File: config.mk
export PLATFORM = sky130hd
export DESIGN_NAME = bst_preorder_verifier_core_flat
export DESIGN_NICKNAME = d
export VERILOG_FILES = /design/src/rtl/bpv_pkg.sv /design/src/rtl/bpv_if.sv /design/src/rtl/bpv_ram.sv /design/src/rtl/bpv_cmp_unit.sv /design/src/rtl/bst_preorder_verifier_core.sv /design/src/flat_wrapper.sv
export SDC_FILE = /design/constraint.sdc
export NUM_CORES = 2
export LEC_CHECK = 0
export BUFFER_PORTS_ARGS = -buffer_cell sky130_fd_sc_hd__buf_2
export CAP_MARGIN = 30
export CORE_MARGIN = 1.5
export CORE_UTILIZATION = 55
export CTS_CLUSTER_DIAMETER = 200
export CTS_CLUSTER_SIZE = 25
export DETAILED_ROUTE_END_ITERATION = 8
export GPL_TIMING_DRIVEN = 1
export PLACE_DENSITY = 0.72
export SKIP_CTS_REPAIR_TIMING = 1
export SYNTH_ARGS = -nofsm -noshare
export SYNTH_HDL_FRONTEND = slang
export SYNTH_HIERARCHICAL = 1
export SYNTH_SLANG_ARGS = --single-unit
File: constraint.sdc
create_clock -name i_clk -period 11.3 [get_ports i_clk]
set_clock_uncertainty 0.05 [all_clocks]
set_input_delay 2.26 -clock i_clk [delete_from_list [all_inputs] [get_ports i_clk]]
set_output_delay 2.26 -clock i_clk [all_outputs]
set_load 0.03 [all_outputs]
File: src/rtl/bpv_pkg.sv
// Package for the BST preorder verifier: widths, constants, sequencer states.
// No dependencies.
package bpv_pkg;

    localparam int unsigned KEY_W           = 32;
    localparam int unsigned STACK_DEPTH_DEF = 64;

    localparam logic signed [KEY_W-1:0] INT_MIN = {1'b1, {(KEY_W-1){1'b0}}};

    typedef enum logic {
        ST_IDLE,
        ST_CMP
    } t_state;

endpackage

File: src/rtl/bpv_if.sv
// Valid/ready channel interfaces for key beats and verdict beats.
// Depends on bpv_pkg.
interface bpv_in_if;
    logic                                 valid;
    logic                                 ready;
    logic signed [bpv_pkg::KEY_W-1:0]     value;
    logic                                 last;

    modport source (output valid, output value, output last, input ready);
    modport sink   (input valid, input value, input last, output ready);
endinterface

interface bpv_out_if;
    logic valid;
    logic ready;
    logic is_preorder;
    logic overflow;

    modport source (output valid, output is_preorder, output overflow, input ready);
    modport sink   (input valid, input is_preorder, input overflow, output ready);
endinterface

File: src/rtl/bpv_ram.sv
// Generic single-write, single-read RAM with registered read data.
// No dependencies.
module bpv_ram #(
    parameter int unsigned WIDTH = 32,
    parameter int unsigned DEPTH = 64
) (
    input  logic                     i_clk,
    input  logic                     i_we,
    input  logic [$clog2(DEPTH)-1:0] i_waddr,
    input  logic [WIDTH-1:0]         i_wdata,
    input  logic                     i_re,
    input  logic [$clog2(DEPTH)-1:0] i_raddr,
    output logic [WIDTH-1:0]         o_rdata
);

    logic [WIDTH-1:0] r_mem [DEPTH];
    logic [WIDTH-1:0] r_rdata;

    always_ff @(posedge i_clk) begin
        if (i_we) begin
            r_mem[i_waddr] <= i_wdata;
        end
        if (i_re) begin
            r_rdata <= r_mem[i_raddr];
        end
    end

    assign o_rdata = r_rdata;

endmodule

File: src/rtl/bpv_cmp_unit.sv
// Shared signed less-than comparator used for bound checks and stack pops.
// Depends on bpv_pkg.
module bpv_cmp_unit (
    input  logic signed [bpv_pkg::KEY_W-1:0] i_a,
    input  logic signed [bpv_pkg::KEY_W-1:0] i_b,
    output logic                             o_lt
);

    assign o_lt = (i_a < i_b);

endmodule

File: src/rtl/bst_preorder_verifier_core.sv
// Channel    | dir | payload               | handshake
// i_in       | in  | value[31:0], last     | valid/ready, beat on both high
// o_out      | out | is_preorder, overflow | valid/ready, beat on both high
//
// A key is accepted, then the stack is popped while its top is below the key,
// then the key is pushed; each key is popped at most once. These steps run in
// turn on the shared comparator and the single stack RAM read port.
// Keys after a failure, or below the bound, are handled in the accept step alone.
// Synchronous active-low reset clears the control state; no clearing pass.
// A stalled verdict holds i_in.ready low until it is taken.
// Depends on bpv_pkg, bpv_if, bpv_ram, bpv_cmp_unit.
module bst_preorder_verifier_core #(
    parameter int unsigned STACK_DEPTH = bpv_pkg::STACK_DEPTH_DEF
) (
    input  logic          i_clk,
    input  logic          i_rst_n,
    bpv_in_if.sink        i_in,
    bpv_out_if.source     o_out
);

    localparam int unsigned AW = $clog2(STACK_DEPTH);
    localparam int unsigned CW = $clog2(STACK_DEPTH + 1);
    localparam logic [CW-1:0] DEPTH_C = CW'(STACK_DEPTH);
    localparam logic [CW-1:0] ONE_C   = CW'(1);
    localparam logic [CW-1:0] TWO_C   = CW'(2);

    bpv_pkg::t_state r_state, n_state;
    logic [CW-1:0]   r_count, n_count;
    logic signed [bpv_pkg::KEY_W-1:0] r_bound, n_bound;
    logic signed [bpv_pkg::KEY_W-1:0] r_top, n_top;
    logic signed [bpv_pkg::KEY_W-1:0] r_key, n_key;
    logic            r_last, n_last;
    logic            r_failed, n_failed;
    logic            r_ovf, n_ovf;
    logic            r_sel, n_sel;
    logic            r_out_valid, n_out_valid;
    logic            r_out_pre, n_out_pre;
    logic            r_out_ovf, n_out_ovf;

    logic signed [bpv_pkg::KEY_W-1:0] top;
    logic signed [bpv_pkg::KEY_W-1:0] cmp_a, cmp_b;
    logic [bpv_pkg::KEY_W-1:0]        ram_rdata;
    logic            lt;
    logic            in_ready, accept;
    logic            ram_we, ram_re;
    logic [CW-1:0]   rd_cnt;

    bpv_cmp_unit u_cmp (
        .i_a  (cmp_a),
        .i_b  (cmp_b),
        .o_lt (lt)
    );

    bpv_ram #(
        .WIDTH (bpv_pkg::KEY_W),
        .DEPTH (STACK_DEPTH)
    ) u_stack (
        .i_clk   (i_clk),
        .i_we    (ram_we),
        .i_waddr (r_count[AW-1:0]),
        .i_wdata (r_key),
        .i_re    (ram_re),
        .i_raddr (rd_cnt[AW-1:0]),
        .o_rdata (ram_rdata)
    );

    always_comb begin
        top      = r_sel ? $signed(ram_rdata) : r_top;
        cmp_a    = (r_state == bpv_pkg::ST_IDLE) ? i_in.value : top;
        cmp_b    = (r_state == bpv_pkg::ST_IDLE) ? r_bound : r_key;
        in_ready = (r_state == bpv_pkg::ST_IDLE) && (!r_out_valid || o_out.ready);
        accept   = i_in.valid && in_ready;
        rd_cnt   = r_count - TWO_C;

        n_state     = r_state;
        n_count     = r_count;
        n_bound     = r_bound;
        n_top       = r_top;
        n_key       = r_key;
        n_last      = r_last;
        n_failed    = r_failed;
        n_ovf       = r_ovf;
        n_sel       = r_sel;
        n_out_valid = r_out_valid && !o_out.ready;
        n_out_pre   = r_out_pre;
        n_out_ovf   = r_out_ovf;
        ram_we      = 1'b0;
        ram_re      = 1'b0;

        case (r_state)
            bpv_pkg::ST_IDLE: begin
                if (accept) begin
                    n_key  = i_in.value;
                    n_last = i_in.last;
                    if (r_failed || lt) begin
                        if (i_in.last) begin
                            n_out_valid = 1'b1;
                            n_out_pre   = 1'b0;
                            n_out_ovf   = r_ovf;
                            n_count     = '0;
                            n_bound     = bpv_pkg::INT_MIN;
                            n_failed    = 1'b0;
                            n_ovf       = 1'b0;
                            n_sel       = 1'b0;
                        end else begin
                            n_failed = 1'b1;
                        end
                    end else begin
                        n_state = bpv_pkg::ST_CMP;
                    end
                end
            end
            bpv_pkg::ST_CMP: begin
                if ((r_count != '0) && lt) begin
                    n_bound = top;
                    n_count = r_count - ONE_C;
                    if (r_count >= TWO_C) begin
                        ram_re = 1'b1;
                        n_sel  = 1'b1;
                    end
                end else begin
                    if (r_count == DEPTH_C) begin
                        n_ovf = 1'b1;
                    end else begin
                        ram_we  = 1'b1;
                        n_count = r_count + ONE_C;
                        n_top   = r_key;
                        n_sel   = 1'b0;
                    end
                    n_state = bpv_pkg::ST_IDLE;
                    if (r_last) begin
                        n_out_valid = 1'b1;
                        n_out_pre   = 1'b1;
                        n_out_ovf   = r_ovf || (r_count == DEPTH_C);
                        n_count     = '0;
                        n_bound     = bpv_pkg::INT_MIN;
                        n_failed    = 1'b0;
                        n_ovf       = 1'b0;
                        n_sel       = 1'b0;
                    end
                end
            end
            default: begin
                n_state = bpv_pkg::ST_IDLE;
            end
        endcase
    end

    always_ff @(posedge i_clk) begin
        if (!i_rst_n) begin
            r_state     <= bpv_pkg::ST_IDLE;
            r_count     <= '0;
            r_bound     <= bpv_pkg::INT_MIN;
            r_failed    <= 1'b0;
            r_ovf       <= 1'b0;
            r_sel       <= 1'b0;
            r_out_valid <= 1'b0;
        end else begin
            r_state     <= n_state;
            r_count     <= n_count;
            r_bound     <= n_bound;
            r_failed    <= n_failed;
            r_ovf       <= n_ovf;
            r_sel       <= n_sel;
            r_out_valid <= n_out_valid;
        end
    end

    always_ff @(posedge i_clk) begin
        r_top     <= n_top;
        r_key     <= n_key;
        r_last    <= n_last;
        r_out_pre <= n_out_pre;
        r_out_ovf <= n_out_ovf;
    end

    assign i_in.ready        = in_ready;
    assign o_out.valid       = r_out_valid;
    assign o_out.is_preorder = r_out_pre;
    assign o_out.overflow    = r_out_ovf;

endmodule

File: src/flat_wrapper.sv
// flat-port wrapper written by rule: the top's interface ports become plain ports
module bst_preorder_verifier_core_flat 
#(
    parameter int unsigned STACK_DEPTH = bpv_pkg::STACK_DEPTH_DEF
)
  (i_clk, i_rst_n, i_in_valid, i_in_value, i_in_last, i_in_ready, o_out_valid, o_out_is_preorder, o_out_overflow, o_out_ready);
  bpv_in_if i_in_i ();
  bpv_out_if o_out_i ();
  input  logic i_clk;
  input  logic i_rst_n;
  input wire logic [$bits(i_in_i.valid)-1:0] i_in_valid;
  input wire logic [$bits(i_in_i.value)-1:0] i_in_value;
  input wire logic [$bits(i_in_i.last)-1:0] i_in_last;
  output wire logic [$bits(i_in_i.ready)-1:0] i_in_ready;
  output wire logic [$bits(o_out_i.valid)-1:0] o_out_valid;
  output wire logic [$bits(o_out_i.is_preorder)-1:0] o_out_is_preorder;
  output wire logic [$bits(o_out_i.overflow)-1:0] o_out_overflow;
  input wire logic [$bits(o_out_i.ready)-1:0] o_out_ready;
  assign i_in_i.valid = i_in_valid;
  assign i_in_i.value = i_in_value;
  assign i_in_i.last = i_in_last;
  assign i_in_ready = i_in_i.ready;
  assign o_out_valid = o_out_i.valid;
  assign o_out_is_preorder = o_out_i.is_preorder;
  assign o_out_overflow = o_out_i.overflow;
  assign o_out_i.ready = o_out_ready;
  bst_preorder_verifier_core #(.STACK_DEPTH(STACK_DEPTH)) u_core (.i_clk(i_clk), .i_rst_n(i_rst_n), .i_in(i_in_i), .o_out(o_out_i));
endmodule
# Word level (Yosys, flattened, before mapping)
# Memories as Yosys holds them, arrays and structs flattened. A register that Yosys moved wholly into a read port is not among the register bits.
# Cells that the tools add are included.
# Widths: inputs -> output; s select.
[word_totals]
regBits = 111
latch_bits = 0
mem_bits_rw = 2048
rom_bits = 0
out_inout_bits = 4
memories = 1
[op_classes]
addsub = 3
n_mul = 0
div = 0
magnitude_cmp = 2
eq_ne = 10
shifts = 0
muxes = 61
bitwise = 3
n_reduce_logical = 18
[mem_list]
columns = ["memory", "words", "word_bits", "rd", "rd_ports_with_merged_regs", "wr", "line_no", "source"]
rows = [
  ["u_core.u_stack.r_mem", 64, 32, 1, 1, 1, "bpv_ram.sv:16", "logic [WIDTH-1:0] r_mem [DEPTH];"],
]
[op_table]
columns = ["operator", "n"]
rows = [
  ["$mux 32", 8],
  ["$pmux 32 s2", 1],
  ["$mux 7", 6],
  ["$mux 1", 38],
  ["$lt 32x32->1", 1],
  ["$reduce_and 5->1", 3],
  ["$pmux 1 s2", 7],
  ["$pmux 7 s2", 1],
  ["$reduce_and 4->1", 3],
  ["$ne 3x3->1 const B", 3],
  ["$ne 2x2->1 const B", 4],
  ["$add 7x1->7 const B", 1],
  ["$eq 7x7->1 const B", 1],
  ["$ge 7x2->1 const B", 1],
  ["$reduce_bool 7->1", 1],
  ["$sub 7x1->7 const B", 1],
  ["$sub 6x2->6 const B", 1],
  ["$logic_and 1x1->1", 4],
  ["$ne 4x4->1 const B", 1],
  ["$logic_or 1x1->1", 3],
  ["$not 1->1", 3],
  ["$reduce_and 3->1", 1],
  ["$logic_not 1->1", 2],
  ["$ne 2x1->1 const B", 1],
  ["$reduce_and 2->1", 1],
]

# Logic depth before layout (Yosys ltp)
[logic_depth]
depth_word = 8
depth_mapped = 19

# Hierarchy
# The synthesis kept the hierarchy.
[modules_own_cells]
columns = ["module", "n_inst", "cells_per_inst", "area_each_um2"]
rows = [
  ["bpv_ram", 1, 3324, 78835.6],
  ["bst_preorder_verifier_core", 1, 449, 5542.8],
  ["bpv_cmp_unit", 1, 108, 789.5],
]

# Least setup slack after synthesis
# OpenSTA, ideal clock, no wires.
[synth_timing]
kind = "input to register"
startpoint = "input port i_in_value[13]"
endpoint = "memory u_core.u_stack.r_mem[49][0], enable pin"
arrival_time_ps = 7658
setup_slack_ps = 3132
path_stages = 16
path_buffers = 1
path_cell_list = "nor2_1 -> a21oi_1 -> ha_1 -> a211oi_2 -> nor2_1 -> a211o_1 -> a311oi_2 -> o21ai_1 -> mux2i_1 -> buf_4 -> inv_1 -> a21o_1 -> and3_1 -> nor2b_1 -> nand4_1 -> nor3_1"
[synth_between]
elab_chain_cells = 7
[synth_rtl]
columns = ["element", "line_no", "source"]
rows = [
  ["start: declaration", "flat_wrapper.sv:12", "input wire logic [$bits(i_in_i.value)-1:0] i_in_value;"],
  ["$mux 32", "bst_preorder_verifier_core.sv:69", "cmp_a = (r_state == bpv_pkg::ST_IDLE) ? i_in.value : top;"],
  ["via u_core.cmp_a (one bit)", "bst_preorder_verifier_core.sv:41", "logic signed [bpv_pkg::KEY_W-1:0] cmp_a, cmp_b;"],
  ["$lt 32x32->1", "bpv_cmp_unit.sv:9", "assign o_lt = (i_a < i_b);"],
  ["via u_core.lt", "bst_preorder_verifier_core.sv:43", "logic lt;"],
  ["$logic_and 1x1->1", "bst_preorder_verifier_core.sv:114", "if ((r_count != '0) && lt) begin"],
  ["$mux 1", "bst_preorder_verifier_core.sv:114", ""],
  ["$mux 1", "bst_preorder_verifier_core.sv:90", "case (r_state)"],
  ["via u_core.ram_we", "bst_preorder_verifier_core.sv:45", "logic ram_we, ram_re;"],
  ["$mux 1", "bpv_ram.sv:20", "if (i_we) begin"],
  ["$mux 1 (not written as such)", "bpv_ram.sv:21", "r_mem[i_waddr] <= i_wdata;"],
  ["end: declaration", "bpv_ram.sv:16", ""],
]
# The timed path passes the listed nets, and every way through them passes these cells.

# Final worst setup path
[layout_timing]
startpoint = "register u_core.r_state"
endpoint = "memory u_core.u_stack.r_mem[35][28], enable pin"
[layout_between]
elab_chain_cells = 7
elab_cells_between_ends = 8
[layout_rtl]
columns = ["element", "line_no", "source"]
rows = [
  ["start: declaration", "bst_preorder_verifier_core.sv:27", "bpv_pkg::t_state r_state, n_state;"],
  ["start signal: assignment", "bst_preorder_verifier_core.sv:151", "r_state <= bpv_pkg::ST_IDLE;"],
  ["start signal: assignment", "bst_preorder_verifier_core.sv:159", "r_state <= n_state;"],
  ["$mux 32", "bst_preorder_verifier_core.sv:70", "cmp_b = (r_state == bpv_pkg::ST_IDLE) ? r_bound : r_key;"],
  ["via u_core.cmp_b (one bit)", "bst_preorder_verifier_core.sv:41", ""],
  ["$lt 32x32->1", "bpv_cmp_unit.sv:9", ""],
  ["via u_core.lt", "bst_preorder_verifier_core.sv:43", ""],
  ["$logic_and 1x1->1", "bst_preorder_verifier_core.sv:114", ""],
  ["$mux 1", "bst_preorder_verifier_core.sv:114", ""],
  ["$mux 1", "bst_preorder_verifier_core.sv:90", ""],
  ["via u_core.ram_we", "bst_preorder_verifier_core.sv:45", ""],
  ["$mux 1", "bpv_ram.sv:20", ""],
  ["$mux 1 (not written as such)", "bpv_ram.sv:21", ""],
]
# The timed path passes the listed nets, and every way through them passes these cells.

==> run metrics <==
CTS tree built; Slew headroom 31.8%; setup TNS 0 ns; critical path class flop to flop; Power Density 156 nW/um^2; clock root buffer clkbuf_16; Worst Tran Pin Value slightly above 1 ns; first-pass GRT wire length about 290,000 um; synthesis-stage register bit count 2,191; Ys Warns 6; Peak Freq 140 MHz; maximum VDD drop about 0.12 mV; initial antenna violation count 12; most common cell after layout, fill and taps aside edfxtp_1; static leakage between 20 and 30 nW; Post-Place Worst Slack between 3 and 4 ns; CP arrival roughly 7.5 ns; vias per cell around 6.7; DR iter-0 viols roughly 6,000; I/O pin count 41; Crit. End Element flop; largest net degree at the start of global routing 85; clock sink total roughly 2,200; fin. max-slew vios 0; Post-synth EDFFs 2,147; number of global-route vias before repair between 30,000 and 40,000; clock tree buffer depth 3; CP Data Required Time 11.67 ns; share of layout cells above drive strength 1 between 20 and 30%; # H-tree levels 3; largest family of logic cells by synthesized area multiplexers; clk slew on worst S/H paths between 0.1 and 0.15 ns; asr flop ratio synth 0%; Tmin final 7.12 ns; Overall Global Routing Usage 26.1%; top post-synthesis cells by area edfxtp_1 76%, mux4_2 14%, mux2i_1 1.5%, dfxtp_1 1.0%, nor2_1 0.81%; Hold WC Path Type flop to flop; Syn Inst Count slightly below 4,000; Seq/Total Area, Yosys 76.7%; Synth Area in Adders less than 1%; Post-synth top flop edfxtp_1; Core ar. 154,000 sq um; unrepaired setup endpoints after global routing no; Compound-Gate Fraction of Synth Area under 10%; Area Overhead vs Synth 8.08%; final setup vio count 0; PortBufs 40; most frequent cells in the layout 2,147 x edfxtp_1, 544 x mux4_2, 126 x mux2i_1; Post-Synth XOR/XNOR Area less than 1%; area leader, netlist edfxtp_1; worst reg2reg path depth 18; Chip Width about 400 um; Residual DRC 0; num rows approximately 140; fin worst setup slack between 4 and 5 ns; grt ovf 0; flop2flop setup slack 4.18 ns; crit start category flop; Initial DRT Pass Iterations 6; DPL Wire Length around 120,000 um; Mapped Area 85,200 sq um; Layout Nets a little over 4,000; Starting Density a little under three fifths; drt total wl around 210,000 um; worst hold path depth 2; die area roughly 160,000 sq um; antenna-violating nets left 0; Placer Congestion approximately 0.90; multiplexer area fraction after synthesis ~16%; Avg Cell Area, Syn about 22 sq um; Hold Vio Cnt, Final 0; MaxCap Viol Count 0; via count roughly 41,000; Wirelength per Cell around 34 um; Synth Area in Simple Gates 2.08%; status complete, no violations; Die Height slightly below 400 um; post-synth net total a little under 4,000; clk_lat worst skew 0.77 ns; fillcell total 10,500; Final period util around 63%; post-synthesis cell type count 76; total CTS buffers 97; crit-path max FO between 60 and 70; Yosys top cell area share 75.7%
layout make-up:
type / count / area, sq um / area share [%]
clock inverter: 6 / 85.1 / 0.0924
tap: 2044 / 2560 / 2.78
timing repair buffer: 196 / 2230 / 2.43
multi-input combinational: 1434 / 19100 / 20.7
clock buffer: 128 / 2590 / 2.81
inverter: 39 / 161 / 0.175
sequential: 2191 / 65400 / 71.0
antenna: 3 / 7.51 / 0.00816
critical path, cell delays in order, from the launching register on:
cell	delay [ns]
dfxtp_4	0.85
buf_4	0.61
mux2_2	0.40
inv_1	0.06
ha_1	0.23
a21o_1	0.18
a31oi_1	0.21
o21ai_0	0.20
a311oi_2	0.36
o21ai_1	0.15
mux2i_1	0.15
buf_4	0.18
inv_1	0.15
a21o_1	0.14
and3_2	0.84
nand3_1	0.66
buf_4	0.40
nor2_4	0.44
buf_4	0.43
worst paths after layout:
path | start | endpoint
max | u_core/r_state | u_core/u_stack/r_mem[35][28]
min | u_core/r_ovf | u_core/r_ovf
max reg2reg | u_core/r_state | u_core/u_stack/r_mem[35][28]
min reg2reg | u_core/r_ovf | u_core/r_ovf
synthesized netlist by cell type, types with 4 or more instances:
| library cell | number |
|---|---|
| and2_1 | 4 |
| nand2b_1 | 10 |
| clkbuf_1 | 80 |
| and3_1 | 8 |
| nor3_1 | 13 |
| o22ai_1 | 85 |
| mux2i_1 | 126 |
| o21ai_0 | 5 |
| nand3_1 | 14 |
| nor2b_2 | 6 |
| buf_4 | 28 |
| a21oi_1 | 109 |
| or3b_2 | 4 |
| inv_1 | 39 |
| nor2b_1 | 43 |
| nor2_1 | 184 |
| mux2_2 | 31 |
| dfxtp_1 | 44 |
| a2bb2oi_2 | 29 |
| buf_2 | 76 |
| a41o_1 | 4 |
| o221ai_1 | 29 |
| a311oi_1 | 9 |
| buf_6 | 9 |
| nand2_1 | 40 |
| a22oi_1 | 13 |
| buf_1 | 21 |
| a31oi_1 | 7 |
| edfxtp_1 | 2147 |
| nand3b_1 | 6 |
| a21o_1 | 8 |
| ha_1 | 37 |
| nand4_1 | 8 |
| mux4_2 | 544 |
| o32ai_1 | 4 |
layer usage:
layer	global-route usage (%)	wire (um)	part of all wire, %
met3	4.29	21400	10
met4	7.72	6260	3.1
met1	39.5	80800	39
met5	0	0	0
met2	39.8	96500	47
power breakdown:
| part | switching (mW) | internal [mW] |
|---|---|---|
| Combinational | 0.847 | 0.432 |
| Sequential | 0.0379 | 9.09 |
| Clock | 2.35 | 1.62 |
cell families after synthesis:
logic type                 after synthesis
muxes                                  701
xor gates and xnor gates                 3
AOI/OAI and AO/OA                      331
adders and majority gates               37
buffers and inverters                  256
and+or+nand+nor                        362
DFF                                   2191
metrics by stage:
step / std cells / power (mW) / cell area, sq um / hold slack [ns] / util [%]
after floorplan: 3881 / 10.1 / 85200 / 0.403 / -
after detailed placement: 5897 / 10.6 / 89200 / 0.442 / 58.0
after CTS: 6031 / 14.4 / 91900 / 0.465 / 59.7
after global placement: 5849 / 10.6 / 88100 / 0.419 / 57.3
after global routing: 6038 / 14.8 / 92000 / 0.485 / 59.8
final: 6041 / 14.4 / 92000 / 0.464 / 59.8
state kept, by name, indices dropped and copies added, names as in the netlist:
register	cells
u_core/u_stack/r_mem	2048
u_core/r_bound	32
u_core/r_key	32
u_core/r_top	32
u_core/u_stack/o_rdata	32
u_core/r_count	7
u_core/o_out.is_preorder	1
u_core/o_out.overflow	1
u_core/o_out.valid	1
u_core/r_failed	1
u_core/r_last	1
u_core/r_ovf	1
u_core/r_sel	1
u_core/r_state	1
(Power assumes the default switching activity.)
